### src/design/r2b_pkg.sv
// ----------------------------------------------------------------------------
// r2b_pkg
// Shared types, constants and the BMP header byte decoder for the RGB565 to
// 24-bit BMP byte stream converter.
// ----------------------------------------------------------------------------
package r2b_pkg;

    localparam int PIXEL_W         = 16;
    localparam int SIZE_W          = 32;
    localparam int DIM_W           = 16;
    localparam int POS_W           = 6;

    localparam int HDR_BYTES       = 54;
    localparam int INFO_BYTES      = 40;
    localparam int BITS_PER_PIXEL  = 24;

    localparam int WIDTH_RESET     = 320;
    localparam int HEIGHT_RESET    = 240;
    localparam int TOTAL_RESET     = WIDTH_RESET * HEIGHT_RESET;
    localparam int IMG_RESET       = 3 * TOTAL_RESET;
    localparam int FILE_RESET      = HDR_BYTES + IMG_RESET;

    localparam int QUEUE_DEPTH_DEF = 2;

    // Byte positions inside the word sequence of one pixel.
    localparam logic [POS_W-1:0] POS_FIRST_HDR = POS_W'(0);
    localparam logic [POS_W-1:0] POS_B         = POS_W'(HDR_BYTES);
    localparam logic [POS_W-1:0] POS_G         = POS_W'(HDR_BYTES + 1);
    localparam logic [POS_W-1:0] POS_R         = POS_W'(HDR_BYTES + 2);

    // Configuration register indexes.
    localparam logic CFG_IDX_WIDTH  = 1'b0;
    localparam logic CFG_IDX_HEIGHT = 1'b1;

    // Cycles after a configuration write until the derived sizes are settled.
    localparam logic [1:0] CFG_SETTLE = 2'd3;

    typedef struct packed {
        logic [PIXEL_W-1:0] pixel;
        logic               hdr;
        logic               eof;
    } pix_item_t;

    typedef struct packed {
        logic [DIM_W-1:0]  width;
        logic [SIZE_W-1:0] neg_height;
        logic [SIZE_W-1:0] raster_len;
        logic [SIZE_W-1:0] bmp_len;
    } hdr_info_t;

    function automatic logic [7:0] hdr_byte(input logic [POS_W-1:0] idx,
                                            input hdr_info_t info);
        logic [7:0] b;
        b = 8'h00;
        unique case (idx) inside
            6'd0:  b = 8'h42;
            6'd1:  b = 8'h4D;
            6'd2:  b = info.bmp_len[7:0];
            6'd3:  b = info.bmp_len[15:8];
            6'd4:  b = info.bmp_len[23:16];
            6'd5:  b = info.bmp_len[31:24];
            [6'd6:6'd9], [6'd11:6'd13], [6'd15:6'd17], [6'd20:6'd21],
            6'd27, [6'd29:6'd33], [6'd38:6'd53]:
                b = 8'h00;
            6'd10: b = 8'(HDR_BYTES);
            6'd14: b = 8'(INFO_BYTES);
            6'd18: b = info.width[7:0];
            6'd19: b = info.width[15:8];
            6'd22: b = info.neg_height[7:0];
            6'd23: b = info.neg_height[15:8];
            6'd24: b = info.neg_height[23:16];
            6'd25: b = info.neg_height[31:24];
            6'd26: b = 8'h01;
            6'd28: b = 8'(BITS_PER_PIXEL);
            6'd34: b = info.raster_len[7:0];
            6'd35: b = info.raster_len[15:8];
            6'd36: b = info.raster_len[23:16];
            6'd37: b = info.raster_len[31:24];
            default: b = 8'h00;
        endcase
        return b;
    endfunction

endpackage

### src/design/r2b_cfg.sv
// ----------------------------------------------------------------------------
// r2b_cfg
// Configuration registers and the short pipeline that derives pixel total,
// image size, file size and negated height from them.
// ----------------------------------------------------------------------------
module r2b_cfg
    import r2b_pkg::*;
(
    input  logic              clk,
    input  logic              rst_n,
    input  logic              cfg_wen,
    input  logic              cfg_index,
    input  logic [DIM_W-1:0]  cfg_data,
    output logic [SIZE_W-1:0] total,
    output hdr_info_t         info,
    output logic              busy
);

    logic [DIM_W-1:0]  width_reg, width_next;
    logic [DIM_W-1:0]  height_reg, height_next;
    logic [SIZE_W-1:0] total_reg, total_next;
    logic [SIZE_W-1:0] img_reg, img_next;
    logic [SIZE_W-1:0] neg_h_reg, neg_h_next;
    logic [SIZE_W-1:0] file_reg, file_next;
    logic [1:0]        settle_reg, settle_next;

    always_comb
    begin
        width_next  = width_reg;
        height_next = height_reg;
        if (cfg_wen)
        begin
            unique case (cfg_index)
                CFG_IDX_WIDTH:  width_next  = cfg_data;
                CFG_IDX_HEIGHT: height_next = cfg_data;
                default:        width_next  = width_reg;
            endcase
        end
    end

    assign total_next = {{(SIZE_W-DIM_W){1'b0}}, width_reg}
                      * {{(SIZE_W-DIM_W){1'b0}}, height_reg};
    assign img_next   = total_reg + {total_reg[SIZE_W-2:0], 1'b0};
    assign neg_h_next = SIZE_W'(0) - {{(SIZE_W-DIM_W){1'b0}}, height_reg};
    assign file_next  = img_reg + SIZE_W'(HDR_BYTES);

    always_comb
    begin
        if (cfg_wen)
            settle_next = CFG_SETTLE;
        else if (settle_reg != 2'd0)
            settle_next = settle_reg - 2'd1;
        else
            settle_next = settle_reg;
    end

    always_ff @(posedge clk or negedge rst_n)
    begin
        if (!rst_n)
        begin
            width_reg  <= DIM_W'(WIDTH_RESET);
            height_reg <= DIM_W'(HEIGHT_RESET);
            total_reg  <= SIZE_W'(TOTAL_RESET);
            img_reg    <= SIZE_W'(IMG_RESET);
            neg_h_reg  <= SIZE_W'(0) - SIZE_W'(HEIGHT_RESET);
            file_reg   <= SIZE_W'(FILE_RESET);
            settle_reg <= 2'd0;
        end
        else
        begin
            width_reg  <= width_next;
            height_reg <= height_next;
            total_reg  <= total_next;
            img_reg    <= img_next;
            neg_h_reg  <= neg_h_next;
            file_reg   <= file_next;
            settle_reg <= settle_next;
        end
    end

    assign total           = total_reg;
    assign info.width      = width_reg;
    assign info.neg_height = neg_h_reg;
    assign info.raster_len = img_reg;
    assign info.bmp_len    = file_reg;
    assign busy            = (settle_reg != 2'd0);

endmodule

### src/design/r2b_front.sv
// ----------------------------------------------------------------------------
// r2b_front
// Input side: accepts pixels, keeps the frame pixel count and tags each pixel
// with whether it opens a frame (header needed) and whether it closes one.
// ----------------------------------------------------------------------------
module r2b_front
    import r2b_pkg::*;
(
    input  logic               clk,
    input  logic               rst_n,
    input  logic               in_valid,
    output logic               in_stall,
    input  logic [PIXEL_W-1:0] pixel_rgb565,
    input  logic [SIZE_W-1:0]  total,
    input  logic               cfg_busy,
    input  logic               q_full,
    output logic               q_push,
    output pix_item_t          q_item
);

    logic [SIZE_W-1:0] count_reg, count_next;
    logic [SIZE_W-1:0] count_inc;
    logic              last_px;

    assign in_stall  = q_full | cfg_busy;
    assign q_push    = in_valid & ~in_stall;

    assign count_inc = count_reg + SIZE_W'(1);
    // A count at or past the total ends the frame, which also covers a size
    // that shrank in the middle of a frame and a size of zero.
    assign last_px   = (count_inc >= total);

    assign q_item.pixel = pixel_rgb565;
    assign q_item.hdr   = (count_reg == SIZE_W'(0));
    assign q_item.eof   = last_px;

    always_comb
    begin
        count_next = count_reg;
        if (q_push)
            count_next = last_px ? SIZE_W'(0) : count_inc;
    end

    always_ff @(posedge clk or negedge rst_n)
    begin
        if (!rst_n)
            count_reg <= SIZE_W'(0);
        else
            count_reg <= count_next;
    end

endmodule

### src/design/r2b_queue.sv
// ----------------------------------------------------------------------------
// r2b_queue
// Small register FIFO of tagged pixels between the input side and the byte
// sequencer.
// ----------------------------------------------------------------------------
module r2b_queue
    import r2b_pkg::*;
#(
    parameter int DEPTH = QUEUE_DEPTH_DEF
)
(
    input  logic      clk,
    input  logic      rst_n,
    input  logic      push,
    input  pix_item_t push_item,
    output logic      full,
    input  logic      pop,
    output logic      head_valid,
    output pix_item_t head_item
);

    localparam int PTR_W = (DEPTH > 1) ? $clog2(DEPTH) : 1;
    localparam int CNT_W = $clog2(DEPTH + 1);

    pix_item_t        mem_reg [DEPTH];
    logic [PTR_W-1:0] wr_ptr_reg, wr_ptr_next;
    logic [PTR_W-1:0] rd_ptr_reg, rd_ptr_next;
    logic [CNT_W-1:0] count_reg, count_next;

    assign full       = (count_reg == CNT_W'(DEPTH));
    assign head_valid = (count_reg != CNT_W'(0));
    assign head_item  = mem_reg[rd_ptr_reg];

    always_comb
    begin
        wr_ptr_next = wr_ptr_reg;
        rd_ptr_next = rd_ptr_reg;
        if (push)
            wr_ptr_next = (wr_ptr_reg == PTR_W'(DEPTH - 1)) ? '0 : wr_ptr_reg + 1'b1;
        if (pop)
            rd_ptr_next = (rd_ptr_reg == PTR_W'(DEPTH - 1)) ? '0 : rd_ptr_reg + 1'b1;
    end

    always_comb
    begin
        case ({push, pop})
            2'b10:   count_next = count_reg + 1'b1;
            2'b01:   count_next = count_reg - 1'b1;
            default: count_next = count_reg;
        endcase
    end

    always_ff @(posedge clk or negedge rst_n)
    begin
        if (!rst_n)
        begin
            wr_ptr_reg <= '0;
            rd_ptr_reg <= '0;
            count_reg  <= '0;
        end
        else
        begin
            wr_ptr_reg <= wr_ptr_next;
            rd_ptr_reg <= rd_ptr_next;
            count_reg  <= count_next;
        end
    end

    always_ff @(posedge clk)
    begin
        if (push)
            mem_reg[wr_ptr_reg] <= push_item;
    end

    a_no_overflow: assert property (@(posedge clk) disable iff (!rst_n)
        full |-> !push)
        else $error("queue written while full");

endmodule

### src/design/r2b_back.sv
// ----------------------------------------------------------------------------
// r2b_back
// Byte sequencer: walks the header bytes when a pixel opens a frame, then the
// B, G and R bytes, one word per cycle into an output register while out_stall is low.
// ----------------------------------------------------------------------------
module r2b_back
    import r2b_pkg::*;
(
    input  logic      clk,
    input  logic      rst_n,
    input  logic      q_valid,
    input  pix_item_t q_item,
    output logic      q_pop,
    input  hdr_info_t info,
    output logic      out_valid,
    input  logic      out_stall,
    output logic [7:0] out_byte,
    output logic      last_of_item,
    output logic      end_of_file
);

    logic [POS_W-1:0] pos_reg, pos_next;
    logic             started_reg, started_next;
    logic             valid_reg, valid_next;
    logic [7:0]       byte_reg, byte_next;
    logic             last_reg, last_next;
    logic             eof_reg, eof_next;
    logic [POS_W-1:0] cur_pos;
    logic             load;
    logic [4:0]       red5, blue5;
    logic [5:0]       green6;

    // A fresh item starts at the first header byte or directly at its B byte.
    assign cur_pos = started_reg ? pos_reg : (q_item.hdr ? POS_FIRST_HDR : POS_B);
    assign load    = q_valid & (~valid_reg | ~out_stall);
    assign q_pop   = load & (cur_pos == POS_R);

    assign red5   = q_item.pixel[15:11];
    assign green6 = q_item.pixel[10:5];
    assign blue5  = q_item.pixel[4:0];

    always_comb
    begin
        if (cur_pos == POS_B)
            byte_next = {blue5, blue5[4:2]};
        else if (cur_pos == POS_G)
            byte_next = {green6, green6[5:4]};
        else if (cur_pos == POS_R)
            byte_next = {red5, red5[4:2]};
        else
            byte_next = hdr_byte(cur_pos, info);
    end

    assign last_next = (cur_pos == POS_R);
    assign eof_next  = (cur_pos == POS_R) & q_item.eof;

    always_comb
    begin
        pos_next     = pos_reg;
        started_next = started_reg;
        if (load)
        begin
            if (cur_pos == POS_R)
            begin
                started_next = 1'b0;
            end
            else
            begin
                pos_next     = cur_pos + 1'b1;
                started_next = 1'b1;
            end
        end
    end

    always_comb
    begin
        if (load)
            valid_next = 1'b1;
        else if (out_stall)
            valid_next = valid_reg;
        else
            valid_next = 1'b0;
    end

    always_ff @(posedge clk or negedge rst_n)
    begin
        if (!rst_n)
        begin
            pos_reg     <= POS_FIRST_HDR;
            started_reg <= 1'b0;
            valid_reg   <= 1'b0;
        end
        else
        begin
            pos_reg     <= pos_next;
            started_reg <= started_next;
            valid_reg   <= valid_next;
        end
    end

    always_ff @(posedge clk)
    begin
        if (load)
        begin
            byte_reg <= byte_next;
            last_reg <= last_next;
            eof_reg  <= eof_next;
        end
    end

    assign out_valid    = valid_reg;
    assign out_byte     = byte_reg;
    assign last_of_item = last_reg;
    assign end_of_file  = eof_reg;

    // The head item must stay in the queue until its R byte has been issued.
    a_head_held: assert property (@(posedge clk) disable iff (!rst_n)
        started_reg |-> q_valid)
        else $error("item in progress left the queue");

    a_pos_range: assert property (@(posedge clk) disable iff (!rst_n)
        started_reg |-> (pos_reg <= POS_R) && (pos_reg != POS_FIRST_HDR))
        else $error("byte position out of range");

    a_eof_on_last: assert property (@(posedge clk) disable iff (!rst_n)
        (valid_reg && eof_reg) |-> last_reg)
        else $error("end of file flagged on a word that does not close a pixel");

endmodule

### src/design/rgb565_to_bmp24_stream_top.sv
// A pixel accepted at the input passes the queue and then the output byte register
// before its first word shows. Throughput: one word per cycle while out_stall is low
// and the queue holds a pixel; a pixel gives 3 words, and 57 when it opens a frame as
// the 54-byte header goes first through the same byte sequencer. A configuration write
// stalls the input while the multiplier for the frame size and the size adders settle.
// Reset sets 320 x 240 and clears the pixel count and the queue; no clearing pass.
// ----------------------------------------------------------------------------
// rgb565_to_bmp24_stream_top
// Converts a stream of RGB565 pixels into the byte stream of a top-down
// 24-bit BMP file, with a header in front of every frame.
// ----------------------------------------------------------------------------
module rgb565_to_bmp24_stream_top
    import r2b_pkg::*;
#(
    parameter int QUEUE_DEPTH = QUEUE_DEPTH_DEF
)
(
    input  logic               clk,
    input  logic               rst_n,
    input  logic               in_valid,
    output logic               in_stall,
    input  logic [PIXEL_W-1:0] pixel_rgb565,
    output logic               out_valid,
    input  logic               out_stall,
    output logic [7:0]         out_byte,
    output logic               last_of_item,
    output logic               end_of_file,
    input  logic               cfg_wen,
    input  logic               cfg_index,
    input  logic [DIM_W-1:0]   cfg_data
);

    logic [SIZE_W-1:0] total;
    hdr_info_t         info;
    logic              cfg_busy;
    logic              q_full;
    logic              q_push;
    pix_item_t         q_in_item;
    logic              q_pop;
    logic              q_valid;
    pix_item_t         q_head;

    r2b_cfg u_cfg (
        .clk       (clk),
        .rst_n     (rst_n),
        .cfg_wen   (cfg_wen),
        .cfg_index (cfg_index),
        .cfg_data  (cfg_data),
        .total     (total),
        .info      (info),
        .busy      (cfg_busy)
    );

    r2b_front u_front (
        .clk          (clk),
        .rst_n        (rst_n),
        .in_valid     (in_valid),
        .in_stall     (in_stall),
        .pixel_rgb565 (pixel_rgb565),
        .total        (total),
        .cfg_busy     (cfg_busy),
        .q_full       (q_full),
        .q_push       (q_push),
        .q_item       (q_in_item)
    );

    r2b_queue #(
        .DEPTH (QUEUE_DEPTH)
    ) u_queue (
        .clk        (clk),
        .rst_n      (rst_n),
        .push       (q_push),
        .push_item  (q_in_item),
        .full       (q_full),
        .pop        (q_pop),
        .head_valid (q_valid),
        .head_item  (q_head)
    );

    r2b_back u_back (
        .clk          (clk),
        .rst_n        (rst_n),
        .q_valid      (q_valid),
        .q_item       (q_head),
        .q_pop        (q_pop),
        .info         (info),
        .out_valid    (out_valid),
        .out_stall    (out_stall),
        .out_byte     (out_byte),
        .last_of_item (last_of_item),
        .end_of_file  (end_of_file)
    );

endmodule
### config.mk
export PLATFORM = sky130hd
export DESIGN_NAME = rgb565_to_bmp24_stream_top
export DESIGN_NICKNAME = d
export VERILOG_FILES = /design/src/design/r2b_pkg.sv /design/src/design/r2b_cfg.sv /design/src/design/r2b_front.sv /design/src/design/r2b_queue.sv /design/src/design/r2b_back.sv /design/src/design/rgb565_to_bmp24_stream_top.sv
export SDC_FILE = /design/constraint.sdc
export NUM_CORES = 1
export LEC_CHECK = 0
export ABC_CLOCK_PERIOD_IN_PS = 8000
export CORE_ASPECT_RATIO = 0.9
export CORE_MARGIN = 1
export CORE_UTILIZATION = 60
export DETAILED_ROUTE_END_ITERATION = 12
export DONT_BUFFER_PORTS = 1
export HOLD_SLACK_MARGIN = 0.03
export PLACE_DENSITY = 0.74
export SYNTH_ARGS = -nofsm -noshare
export SYNTH_HDL_FRONTEND = slang
export SYNTH_SLANG_ARGS = --single-unit
### constraint.sdc
create_clock -name clk -period 8 [get_ports clk]
set_input_delay 0 -clock clk [delete_from_list [all_inputs] [get_ports clk]]
set_output_delay 0 -clock clk [all_outputs]
set_load 0.03 [all_outputs]
==> results.md, run 1 <==
* Final Skew at 0.0221 ns
* Slew HR at 0.333
* Worst path arrival time at 7.12 ns
* Length of the first detailed-routing pass in iterations at 6
* Synth cell types at 75
* Post-route clock period utilization at 0.834
* CP delay by family, top: adder cells
* Final net count at 2524
* Die X at 198 µm
* Worst Max-Slew Pin Slew at 1.00 ns
* Fin crit period at 6.67 ns
* Clock transition at path regs at 0.07 ns
* Fmax at 150 MHz
* Vias per cell at 5.88
* Stages on the worst setup path at 20
* Req. time, crit path at 8.45 ns
* DRT iter0 DRCs at 1338
* RePlAce Congestion at 0.978
* Dpl hpwl at 39200 µm
* Die height at 179 µm
* Total gr overflow at 0
* Pin count of the biggest net entering global routing at 192
* Bufs on Longest Clock Path at 3
* Max-slew violations at 0
* First-pass GRT wire length at 84400 µm
* # IOs at 50
* Critical-path top delay cell: dfrtp_1
* Crit path max fanout at 21
* Hold Path End: u_queue.mem_reg[0][6]$_DFFE_PP_
* Most frequent cells in the layout: inv_1 (294), nand2_1 (249), fa_1 (195)
* Final Instance Count excl. Fillers at 2597
* Reg-to-reg critical path startpoint: u_cfg.height_reg[2]$_DFFE_PN0P_
* Row cnt at 64
* Via count at 15300
* Postcts setup bufs at 0
* IO Port Bufs at 0
* Placed cell count at 2506
* CTS Buf Count at 25
* Syn. warnings at 0
* Most used DFF post-synth: dfrtp_1
* Hold path depth at 1
* Hold Path Origin: pixel_rgb565[4]
* Max FFs per register at 36
* H-tree levels at 1
* RSZ-0062 raised after global routing: false
* R2R setup slack at 1.33 ns
* Initial antenna violation count at 1
* CP Launch Type: register
* Sequential share of the synthesized area at 0.298
* Avg Cell Area, Syn at 9.80 µm²
* Most common cell after layout, fill and taps aside: inv_1
* EDFF count, synth at 46
* Syn nets at 2529
* CTS tree: done
* Kind of critical path: reg -> reg
* Mapped Area at 0.0208 mm²
* Total die area at 0.0354 mm²
* Clock sinks at 237
* GRT Util Overall at 0.308
* Initial Util at 0.610
* Routed Antenna Nets at 0
* Max incr delay on CP at 0.95 ns
* WP buf/inv at 3
* Most Frequent Cell on Critical Path: fa_1
* Cells after synthesis at 2120
* Core Region at 0.0340 mm²
* Worst setup EP type: register
* Share of post-route cells with drive strength above 1 at 0.0750
* Sum Neg Setup Slack at 0 ns
* Worst path cell trace: nand2_1 > fa_1 > fa_1 > inv_1 > fa_1 > fa_1 > fa_1 > inv_1 > fa_1 > inv_1 > ha_1 > a21o_1 > a21o_1 > a221oi_1 > o21ai_1 > or3_1 > o211ai_2 > nor2_1 > a211oi_1 > xnor2_1
* Worst-case reg-to-reg path depth at 20
* Number of global-route vias before repair at 15600
* CTS Hold Bufs at 44
* Cts repair resizes at 0
* Fill cells at 2593
* #FFs+latches synth at 237
* Max-cap viol count at 0
* WL/cell at 19.8 µm
* Detailed-route DRC error count at 0
* # setup viols final at 0
* Root buffer cell: clkbuf_16
* Fin. Hold Viols at 0
* Status: finished clean
* Final hold slack at 0.114 ns
* Worst hold path type: in -> reg
* DRT Wirelength at 51500 µm
* Clk_lat worst skew at 0.55 ns
* Area delta synth->final at 8.02%
* Synth async-reset ratio at 0.806
* Worst r2r dst: u_cfg.total[29]$_DFF_PN0_
[how the worst max path moves through the flow]
stage	endpoint	startpoint	slack, ns
4_1_cts	u_cfg.total[29]$_DFF_PN0_	u_cfg.height_reg[2]$_DFFE_PN0P_	1.38
5_1_grt	u_cfg.total[29]$_DFF_PN0_	u_cfg.height_reg[12]$_DFFE_PN0P_	0.94
2_1_floorplan	u_cfg.total[29]$_DFF_PN0_	u_cfg.height_reg[7]$_DFFE_PN1P_	1.62
3_3_place_gp	u_cfg.total[29]$_DFF_PN0_	u_cfg.width_reg[4]$_DFFE_PN0P_	1.52
3_5_place_dp	u_cfg.total[29]$_DFF_PN0_	u_cfg.height_reg[2]$_DFFE_PN0P_	1.43
6_report	u_cfg.total[29]$_DFF_PN0_	u_cfg.height_reg[2]$_DFFE_PN0P_	1.33
[stage by stage]
| stage | setup WS [ns] | util | cell area (µm²) |
|---|---|---|---|
| floorplan | 1.62 | - | 20800 |
| CTS | 1.38 | 0.659 | 22400 |
| global placement | 1.52 | 0.620 | 21100 |
| finish | 1.33 | 0.659 | 22400 |
| global route | 0.940 | 0.659 | 22400 |
| detailed placement | 1.43 | 0.620 | 21100 |
[area by class of cell]
cell class / instances / area (µm²) / share of cell area
sequential: 237 / 6200 / 0.276
multi-input combinational: 1498 / 13100 / 0.584
clock buffer: 26 / 629 / 0.0280
antenna: 1 / 2.50 / 0.000112
inverter: 296 / 1110 / 0.0495
timing repair buffer: 57 / 556 / 0.0248
clock inverter: 20 / 248 / 0.0110
tap: 462 / 578 / 0.0258
[worst register-to-register path: stages (launching register included)]
cell and delay [ns]:
dfrtp_1 0.95, nand2_1 0.19, fa_1 0.51, fa_1 0.51
inv_1 0.06, fa_1 0.53, fa_1 0.47, fa_1 0.55
inv_1 0.06, fa_1 0.53, inv_1 0.04, ha_1 0.38
a21o_1 0.21, a21o_1 0.17, a221oi_1 0.24, o21ai_1 0.14
or3_1 0.35, o211ai_2 0.17, nor2_1 0.08, a211oi_1 0.27
xnor2_1 0.16
[logic make-up after synthesis]
| family | count (synthesis) | synth area share |
|---|---|---|
| XOR/XNOR | 137 | 0.0578 |
| flip-flops | 237 | 0.298 |
| AO/OA/AOI/OAI | 303 | 0.0984 |
| adder cells (fa/ha/maj) | 371 | 0.294 |
| buffers and inverters | 385 | 0.0705 |
| AND/OR/NAND/NOR | 637 | 0.155 |
| multiplexers | 50 | 0.0264 |
[synth_stat cells, drive strengths merged (12+ instances only)]
library cell | instances | area, µm²
inv | 296 | 1110
nand2 | 250 | 941
fa | 195 | 3900
ha | 176 | 2200
dfrtp | 159 | 3980
and2 | 135 | 850
xnor2 | 97 | 850
clkbuf | 77 | 289
o21ai | 70 | 350
nor2 | 69 | 262
a21oi | 68 | 352
edfxtp | 46 | 1380
nand3 | 43 | 225
xor2 | 40 | 350
a21o | 39 | 293
mux2 | 39 | 439
dfstp | 32 | 841
nand4 | 27 | 181
a22oi | 23 | 173
and3 | 22 | 143
nor2b | 19 | 119
nor3 | 19 | 129
nor4 | 18 | 128
a22o | 14 | 123
nand2b | 13 | 81.3
buf | 12 | 63.8
[metal layers]
metal	track usage	wire length (µm)
met2	0.472	22900
met4	0.124	2240
met3	0.0497	3800
met5	0	0
met1	0.437	22600
Power of run 1 is not shown: default switching activity piles up to over one toggle a cycle in this logic, so the estimate is an artifact.
==> inputs of run 2 (changes only) <==
--- a/config.mk
+++ b/config.mk
@@ -5,7 +5,7 @@
 export SDC_FILE = /design/constraint.sdc
 export NUM_CORES = 1
 export LEC_CHECK = 0
-export ABC_CLOCK_PERIOD_IN_PS = 8000
+export ABC_CLOCK_PERIOD_IN_PS = 6700
 export CORE_ASPECT_RATIO = 0.9
 export CORE_MARGIN = 1
 export CORE_UTILIZATION = 60
==> constraint.sdc (replaced) <==
create_clock -name clk -period 6.7 [get_ports clk]
set_input_delay 0 -clock clk [delete_from_list [all_inputs] [get_ports clk]]
set_output_delay 0 -clock clk [all_outputs]
set_load 0.03 [all_outputs]
==> run 2 against run 1 <==
  * Largest cell class unchanged
  * Worst hold slack worse by 0.043 ns
  * Non-clock buffer count up 23
  * Sequential share of layout area down 0.054 points
  * Routed wire length down 1.1%
  * Register-to-register slack worse by 1.0 ns
  * Cell count up 0.85%
  * Core utilization up 0.42 points
  * Clock skew up 0.015 ns
  * Critical path depth unchanged
==> results.md, run 2 (synthesized netlist as in run 1, its figures left out) <==
* Reg-to-reg critical path startpoint: u_cfg.height_reg[1]$_DFFE_PN0P_
* Clock transition at path regs at 0.06 ns (about the same)
* Max FFs per register at 36 (unchanged)
* Detailed-route DRC error count at 0 (unchanged)
* Kind of critical path: reg -> reg
* Status: finished clean
* CP delay by family, top: adder cells
* Crit path to: u_cfg.total[21]$_DFF_PN0_
* Fmax at 156 MHz (+4.3%)
* Row cnt at 64 (unchanged)
* Initial Util at 0.610 (unchanged)
* Routed Antenna Nets at 0 (unchanged)
* M3 GR Usage at 0.0461 (-0.00359)
* Max incr delay on CP at 0.75 ns (-0.20 ns)
* CP Launch Type: register
* DRT iter0 DRCs at 1288 (-3.7%)
* Area delta synth->final at 8.71%
* CTS tree: done
* Fill cells at 2587 (-0.23%)
* Dpl hpwl at 38800 µm (-1.1%)
* IO Port Bufs at 0 (unchanged)
* Final Skew at 0.0369 ns (+0.0148 ns)
* Met2 usage at 0.478 (+0.00629)
* CTS Buf Count at 25 (unchanged)
* DRT Wirelength at 51000 µm (-1.1%)
* First-pass GRT wire length at 83100 µm (-1.5%)
* Post-route clock period utilization at 0.955 (+0.121)
* Worst setup EP type: register
* Length of the first detailed-routing pass in iterations at 5 (-1)
* Fin crit period at 6.40 ns (-0.275 ns)
* H-tree levels at 1 (unchanged)
* WL/cell at 19.5 µm (-1.9%)
* Critical-path top delay cell: dfrtp_1
* Share of post-route cells with drive strength above 1 at 0.0899 (+0.0150)
* # IOs at 50 (unchanged)
* Bufs on Longest Clock Path at 3 (unchanged)
* Clock sinks at 237 (unchanged)
* RSZ-0062 raised after global routing: false
* R2R setup slack at 0.30 ns (-1.02 ns)
* GR met1 Demand/Resource at 0.421 (-0.0159)
* Worst-case reg-to-reg path depth at 20 (unchanged)
* Most common cell after layout, fill and taps aside: inv_1
* Worst path cell trace: nand2_1 > fa_1 > fa_1 > fa_1 > inv_1 > fa_1 > fa_1 > inv_1 > fa_1 > inv_1 > ha_1 > a21oi_1 > o21ai_1 > a211o_1 > a31oi_4 > o21bai_1 > a211o_1 > a211o_1 > a21oi_1 > xnor2_1
* Crit path max fanout at 12 (-43%)
* Slew HR at 0.196 (-0.138)
* Number of global-route vias before repair at 15500 (-0.66%)
* Max-slew violations at 0 (unchanged)
* Sum Neg Setup Slack at 0 ns (unchanged)
* Grt peak-use layer: met2
* Req. time, crit path at 7.15 ns (-1.30 ns)
* RePlAce Congestion at 1.00 (+2.6%)
* Vias per cell at 5.87 (-0.26%)
* Clk_lat worst skew at 0.55 ns (about the same)
* Die height at 179 µm (unchanged)
* Worst r2r dst: u_cfg.total[21]$_DFF_PN0_
* Stages on the worst setup path at 20 (unchanged)
* Setup crit start: u_cfg.height_reg[1]$_DFFE_PN0P_
* Fin. Hold Viols at 0 (unchanged)
* Most Frequent Cell on Critical Path: fa_1
* Most frequent cells in the layout: inv_1 (294), nand2_1 (249), fa_1 (195)
* Total gr overflow at 0 (unchanged)
* # setup viols final at 0 (unchanged)
* Worst path arrival time at 6.84 ns (-0.28 ns)
* Via count at 15400 (+0.58%)
* Pin count of the biggest net entering global routing at 192 (unchanged)
* Final net count at 2547 (+0.91%)
* GRT Util Overall at 0.301 (-0.00712)
* Root buffer cell: clkbuf_16
* Worst hold path type: in -> async
* Initial antenna violation count at 0 (-1)
* WP buf/inv at 3 (unchanged)
* Diode count at 0 (-1)
* Worst Max-Slew Pin Slew at 1.19 ns (+0.194 ns)
* Die X at 198 µm (unchanged)
* Max-cap viol count at 0 (unchanged)
* Total die area at 0.0354 mm² (unchanged)
* Core Region at 0.0340 mm² (unchanged)
[run 2: changes by cell type in the layout (fill, tap and decap cells not counted), sizes merged]
cell	change
bufinv	-3
diode	-1
clkinv	-1
buf	+29
dlygate4sd3	-6
inv	-2
clkinvlp	-4
clkbuf	+10
[run 2: worst min-delay path by stage]
stage          slack (ns)  cells past startpoint                               end
3_3_place_gp        -0.29                      0   u_cfg.height_reg[0]$_DFFE_PN0P_
3_5_place_dp        -0.29                      0  u_cfg.height_reg[14]$_DFFE_PN0P_
4_1_cts              0.08                      1   u_queue.mem_reg[1][5]$_DFFE_PP_
5_1_grt               0.1                      1   u_queue.mem_reg[1][5]$_DFFE_PP_
2_1_floorplan       -0.30                      0      u_back.out_valid$_DFFE_PN0P_
6_report             0.07                      2   u_cfg.width_reg[12]$_DFFE_PN0P_
[run 2: layer usage]
| layer | routed length, µm | vias to the layer above |
|---|---|---|
| met2 | 23300 | 663 |
| met1 | 21700 | 7590 |
| met3 | 4210 | 102 |
| met4 | 1760 | 0 |
| li1 | - | 7007 |
| met5 | 0 | - |
[run 2: worst register-to-register path: stages (launching register included)]
cell	delay, ns
dfrtp_1	0.75
nand2_1	0.19
fa_1	0.53
fa_1	0.45
fa_1	0.51
inv_1	0.05
fa_1	0.46
fa_1	0.55
inv_1	0.05
fa_1	0.54
inv_1	0.04
ha_1	0.36
a21oi_1	0.15
o21ai_1	0.09
a211o_1	0.34
a31oi_4	0.21
o21bai_1	0.10
a211o_1	0.33
a211o_1	0.26
a21oi_1	0.18
xnor2_1	0.14
[run 2: layout make-up]
cell class,instances,area (µm²),area share
flip-flops and latches,237,6230,0.276
repair buffers,80,726,0.0321
inverters,296,1110,0.0492
clock inverters,10,103,0.00454
clock buffers,36,707,0.0313
well taps,462,578,0.0256
multi-input cells,1498,13100,0.581
[run 2: what timing repair did]
item	4_1_cts	5_1_grt
buffers inserted	0	5
endpoints found under the hold margin	288	0
hold buffers	38	0
resized for setup	0	15
endpoints found under the setup margin	0	4
[run 2: metrics by stage]
step | instances | hold slack [ns] | util | area (µm²) | setup slack [ns]
after detailed placement | 2530 | -0.291 | 0.625 | 21300 | 0.258
final | 2619 | 0.0708 | 0.664 | 22600 | 0.305
after global routing | 2619 | 0.0980 | 0.664 | 22600 | 0.0151
after floorplan | 2120 | -0.296 | - | 20800 | 0.321
after CTS | 2614 | 0.0827 | 0.661 | 22500 | 0.148
after global placement | 2530 | -0.292 | 0.625 | 21300 | 0.302
Power of run 2 is left out for the same reason.
==> inputs of run 3 (changes only) <==
--- a/config.mk
+++ b/config.mk
@@ -15,4 +15,5 @@
 export PLACE_DENSITY = 0.74
 export SYNTH_ARGS = -nofsm -noshare
 export SYNTH_HDL_FRONTEND = slang
+export SYNTH_HIERARCHICAL = 1
 export SYNTH_SLANG_ARGS = --single-unit
==> run 3 against run 2 <==
  * Non-clock buffer count increased by 13
  * Die area rose by 7.7%
  * First-iteration DRC count is 8.3% higher
  * Critical path depth stayed put
  * Register-to-register slack better by 0.07 ns
  * Maximum frequency is 1.1% higher
  * Largest cell class unchanged
  * Critical path type unchanged
  * Clock skew down 0.0023 ns
  * Via count up 9.9%
  * Sequential cell count stayed put
==> results.md, run 3 <==
* Initial Util at 0.615 (+0.00466)
* Synth cell types at 102 (+36%)
* Clock sinks at 237 (unchanged)
* Kind of critical path: reg -> reg
* Synth area leaders: dfrtp_1 (18%), fa_1 (17%), ha_1 (9.8%)
* First-pass GRT wire length at 94100 µm (+13%)
* Via count at 16900 (+9.9%)
* Most frequent cells in the layout: inv_1 (313), nand2_1 (238), fa_1 (195)
* CTS Buf Count at 26 (+4.0%)
* DRT Wirelength at 57700 µm (+13%)
* Worst path arrival time at 6.72 ns (-0.12 ns)
* Slew HR at 0.220 (+0.0244)
* Crit path max fanout at 19 (+7)
* Critical-path top delay cell: fa_1
* Number of global-route vias before repair at 17400 (+13%)
* Worst setup EP type: register
* EDFF count, synth at 46 (unchanged)
* Total gr overflow at 0 (unchanged)
* Core Region at 0.0364 mm² (+7.0%)
* Grt peak-use layer: met2
* Share of post-route cells with drive strength above 1 at 0.102 (+0.0123)
* Root buffer cell: clkbuf_16
* Syn nets at 2739 (+8.3%)
* Vias per cell at 6.04 (+3.0%)
* Max-slew violations at 0 (unchanged)
* Final Skew at 0.0346 ns (-0.00232 ns)
* Avg Cell Area, Syn at 9.61 µm² (-1.9%)
* Max FFs per register at 36 (unchanged)
* Dpl hpwl at 43400 µm (+12%)
* Detailed-route DRC error count at 0 (unchanged)
* Most common library cells after synthesis: inv_1 (313), nand2_1 (238), fa_1 (195)
* Sum Neg Setup Slack at 0 ns (unchanged)
* Final Util at 0.656 (-0.00749)
* Worst hold path type: in -> async
* Area delta synth->final at 6.67%
* Total die area at 0.0381 mm² (+7.7%)
* Syn. warnings at 6 (+6)
* Initial antenna violation count at 1 (+1)
* Bufs on Longest Clock Path at 3 (unchanged)
* GRT Util Overall at 0.318 (+0.0169)
* # setup viols final at 0 (unchanged)
* Max-cap viol count at 0 (unchanged)
* Die X at 206 µm (+3.8%)
* H-tree levels at 1 (unchanged)
* CP Launch Type: register
* DRT iter0 DRCs at 1395 (+8.3%)
* Req. time, crit path at 7.10 ns (-0.05 ns)
* Most Frequent Cell on Critical Path: fa_1
* Row cnt at 66 (+3.1%)
* Dpl ws at 0.119 ns (-0.139 ns)
* Most common cell after layout, fill and taps aside: inv_1
* Fin crit period at 6.32 ns (-0.0717 ns)
* Mapped Area at 0.0224 mm² (+7.8%)
* Met2 usage at 0.520 (+0.0412)
* GR met1 Demand/Resource at 0.417 (-0.00401)
* Routed Antenna Nets at 0 (unchanged)
* Area share of the largest cell type after synthesis at 0.178 (-0.0139)
* Synth async-reset ratio at 0.806 (unchanged)
* Cells after synthesis at 2330 (+9.9%)
* IO Port Bufs at 0 (unchanged)
* Die height at 185 µm (+3.8%)
* WL/cell at 20.6 µm (+6.1%)
* Clock transition at path regs at 0.07 ns (about the same)
* Pin count of the biggest net entering global routing at 192 (unchanged)
* Fmax at 158 MHz (+1.1%)
* Slack of the critical path at 0.376 ns (+0.0717 ns)
* Most used DFF post-synth: dfrtp_1
* #FFs+latches synth at 237 (unchanged)
* Final net count at 2706 (+6.2%)
* Worst path cell trace: and2_1 > fa_1 > inv_1 > fa_1 > fa_1 > fa_1 > inv_1 > fa_1 > inv_1 > fa_1 > inv_1 > ha_1 > a21oi_1 > o21ai_0 > a311oi_2 > a21o_1 > nand2_1 > a2111oi_2 > o41ai_1 > xor2_1
* Max incr delay on CP at 0.56 ns (-0.19 ns)
* CTS tree: done
* Clk_lat worst skew at 0.57 ns (+0.02 ns)
* M3 GR Usage at 0.0496 (+0.00348)
* Post-route clock period utilization at 0.944 (-0.0107)
* Library cell with the largest summed area after synthesis: dfrtp_1
* Fin. Hold Viols at 0 (unchanged)
* Length of the first detailed-routing pass in iterations at 6 (+1)
* Status: finished clean
* RePlAce Congestion at 0.955 (-4.9%)
* Placed cell count at 2702 (+6.8%)
* Sequential share of the synthesized area at 0.277 (-0.0217)
* Worst Max-Slew Pin Slew at 1.17 ns (-0.0253 ns)
* Most frequent cell after synthesis: inv_1
* # IOs at 50 (unchanged)
* Final Instance Count excl. Fillers at 2795 (+6.7%)
[run 3: critical path, delay by kind of cell (launching register included)]
family	cells	cell delay (ns)
AOI/OAI and AO/OA	6	1.46
buffers and inverters	4	0.22
and+or+nand+nor	2	0.30
adders and majority gates	7	3.50
DFF	1	0.54
xor gates and xnor gates	1	0.16
[run 3: logic make-up (layout without fill, tap and decap cells)]
family / after synthesis / in the layout / synth area share
multiplexers: 62 / 62 / 0.0323
flip-flops: 237 / 237 / 0.277
AO/OA/AOI/OAI: 360 / 360 / 0.112
XOR/XNOR: 134 / 134 / 0.0527
buffers and inverters: 467 / 454 / 0.0892
AND/OR/NAND/NOR: 699 / 699 / 0.165
adder cells (fa/ha/maj): 371 / 371 / 0.273
other: 0 / 2 / 0
[run 3: final timing paths]
kind | from | end | slack [ns] | cells past startpoint
worst min register to register | u_cfg/img_reg[0]$_DFF_PN0_ | u_cfg/file_reg[0]$_DFF_PN0_ | 0.39 | 0
max in group asynchronous | rst_n | u_front/count_reg[16]$_DFFE_PN0P_ | 5.72 | 2
worst max register to register | u_cfg/height_reg[6]$_DFFE_PN1P_ | u_cfg/total[28]$_DFF_PN0_ | 0.38 | 20
min in group clk | pixel_rgb565[15] | u_queue/mem_reg[0][17]$_DFFE_PP_ | 0.10 | 1
worst max-delay path | u_cfg/height_reg[6]$_DFFE_PN1P_ | u_cfg/total[28]$_DFF_PN0_ | 0.38 | 20
worst min-delay path | rst_n | u_cfg/height_reg[9]$_DFFE_PN0P_ | 0.09 | 2
[run 3: final cells by class]
| cell class | count | area, µm² |
|---|---|---|
| multi-input combinational | 1626 | 14200 |
| fill | 2884 | 12500 |
| sequential | 237 | 6210 |
| inverter | 313 | 1170 |
| timing repair buffer | 93 | 823 |
| clock buffer | 31 | 699 |
| tap | 476 | 596 |
| clock inverter | 17 | 169 |
| antenna | 2 | 5.00 |
[run 3: timing repair]
item / in CTS / in global routing
endpoints found under the setup margin: 0 / 5
gates resized for setup: 0 / 8
hold endpoints to repair: 289 / 0
buffers inserted: 0 / 0
hold buffers: 43 / 0
[run 3: through the flow]
stage               cell area [µm²]  hold WS (ns)
CTS                           23900        0.0781
floorplan                     22400        -0.296
finish                        23900        0.0868
detailed placement            22600        -0.287
global placement              22600        -0.285
global route                  23900        0.0980
[run 3: layer usage]
layer,up-vias,wire (µm),share of wire
met1,8475,24200,0.42
met3,144,3640,0.063
met5,-,0,0
met2,600,27200,0.47
met4,0,2670,0.046
li1,7671,-,-
Power of run 3 is left out for the same reason.
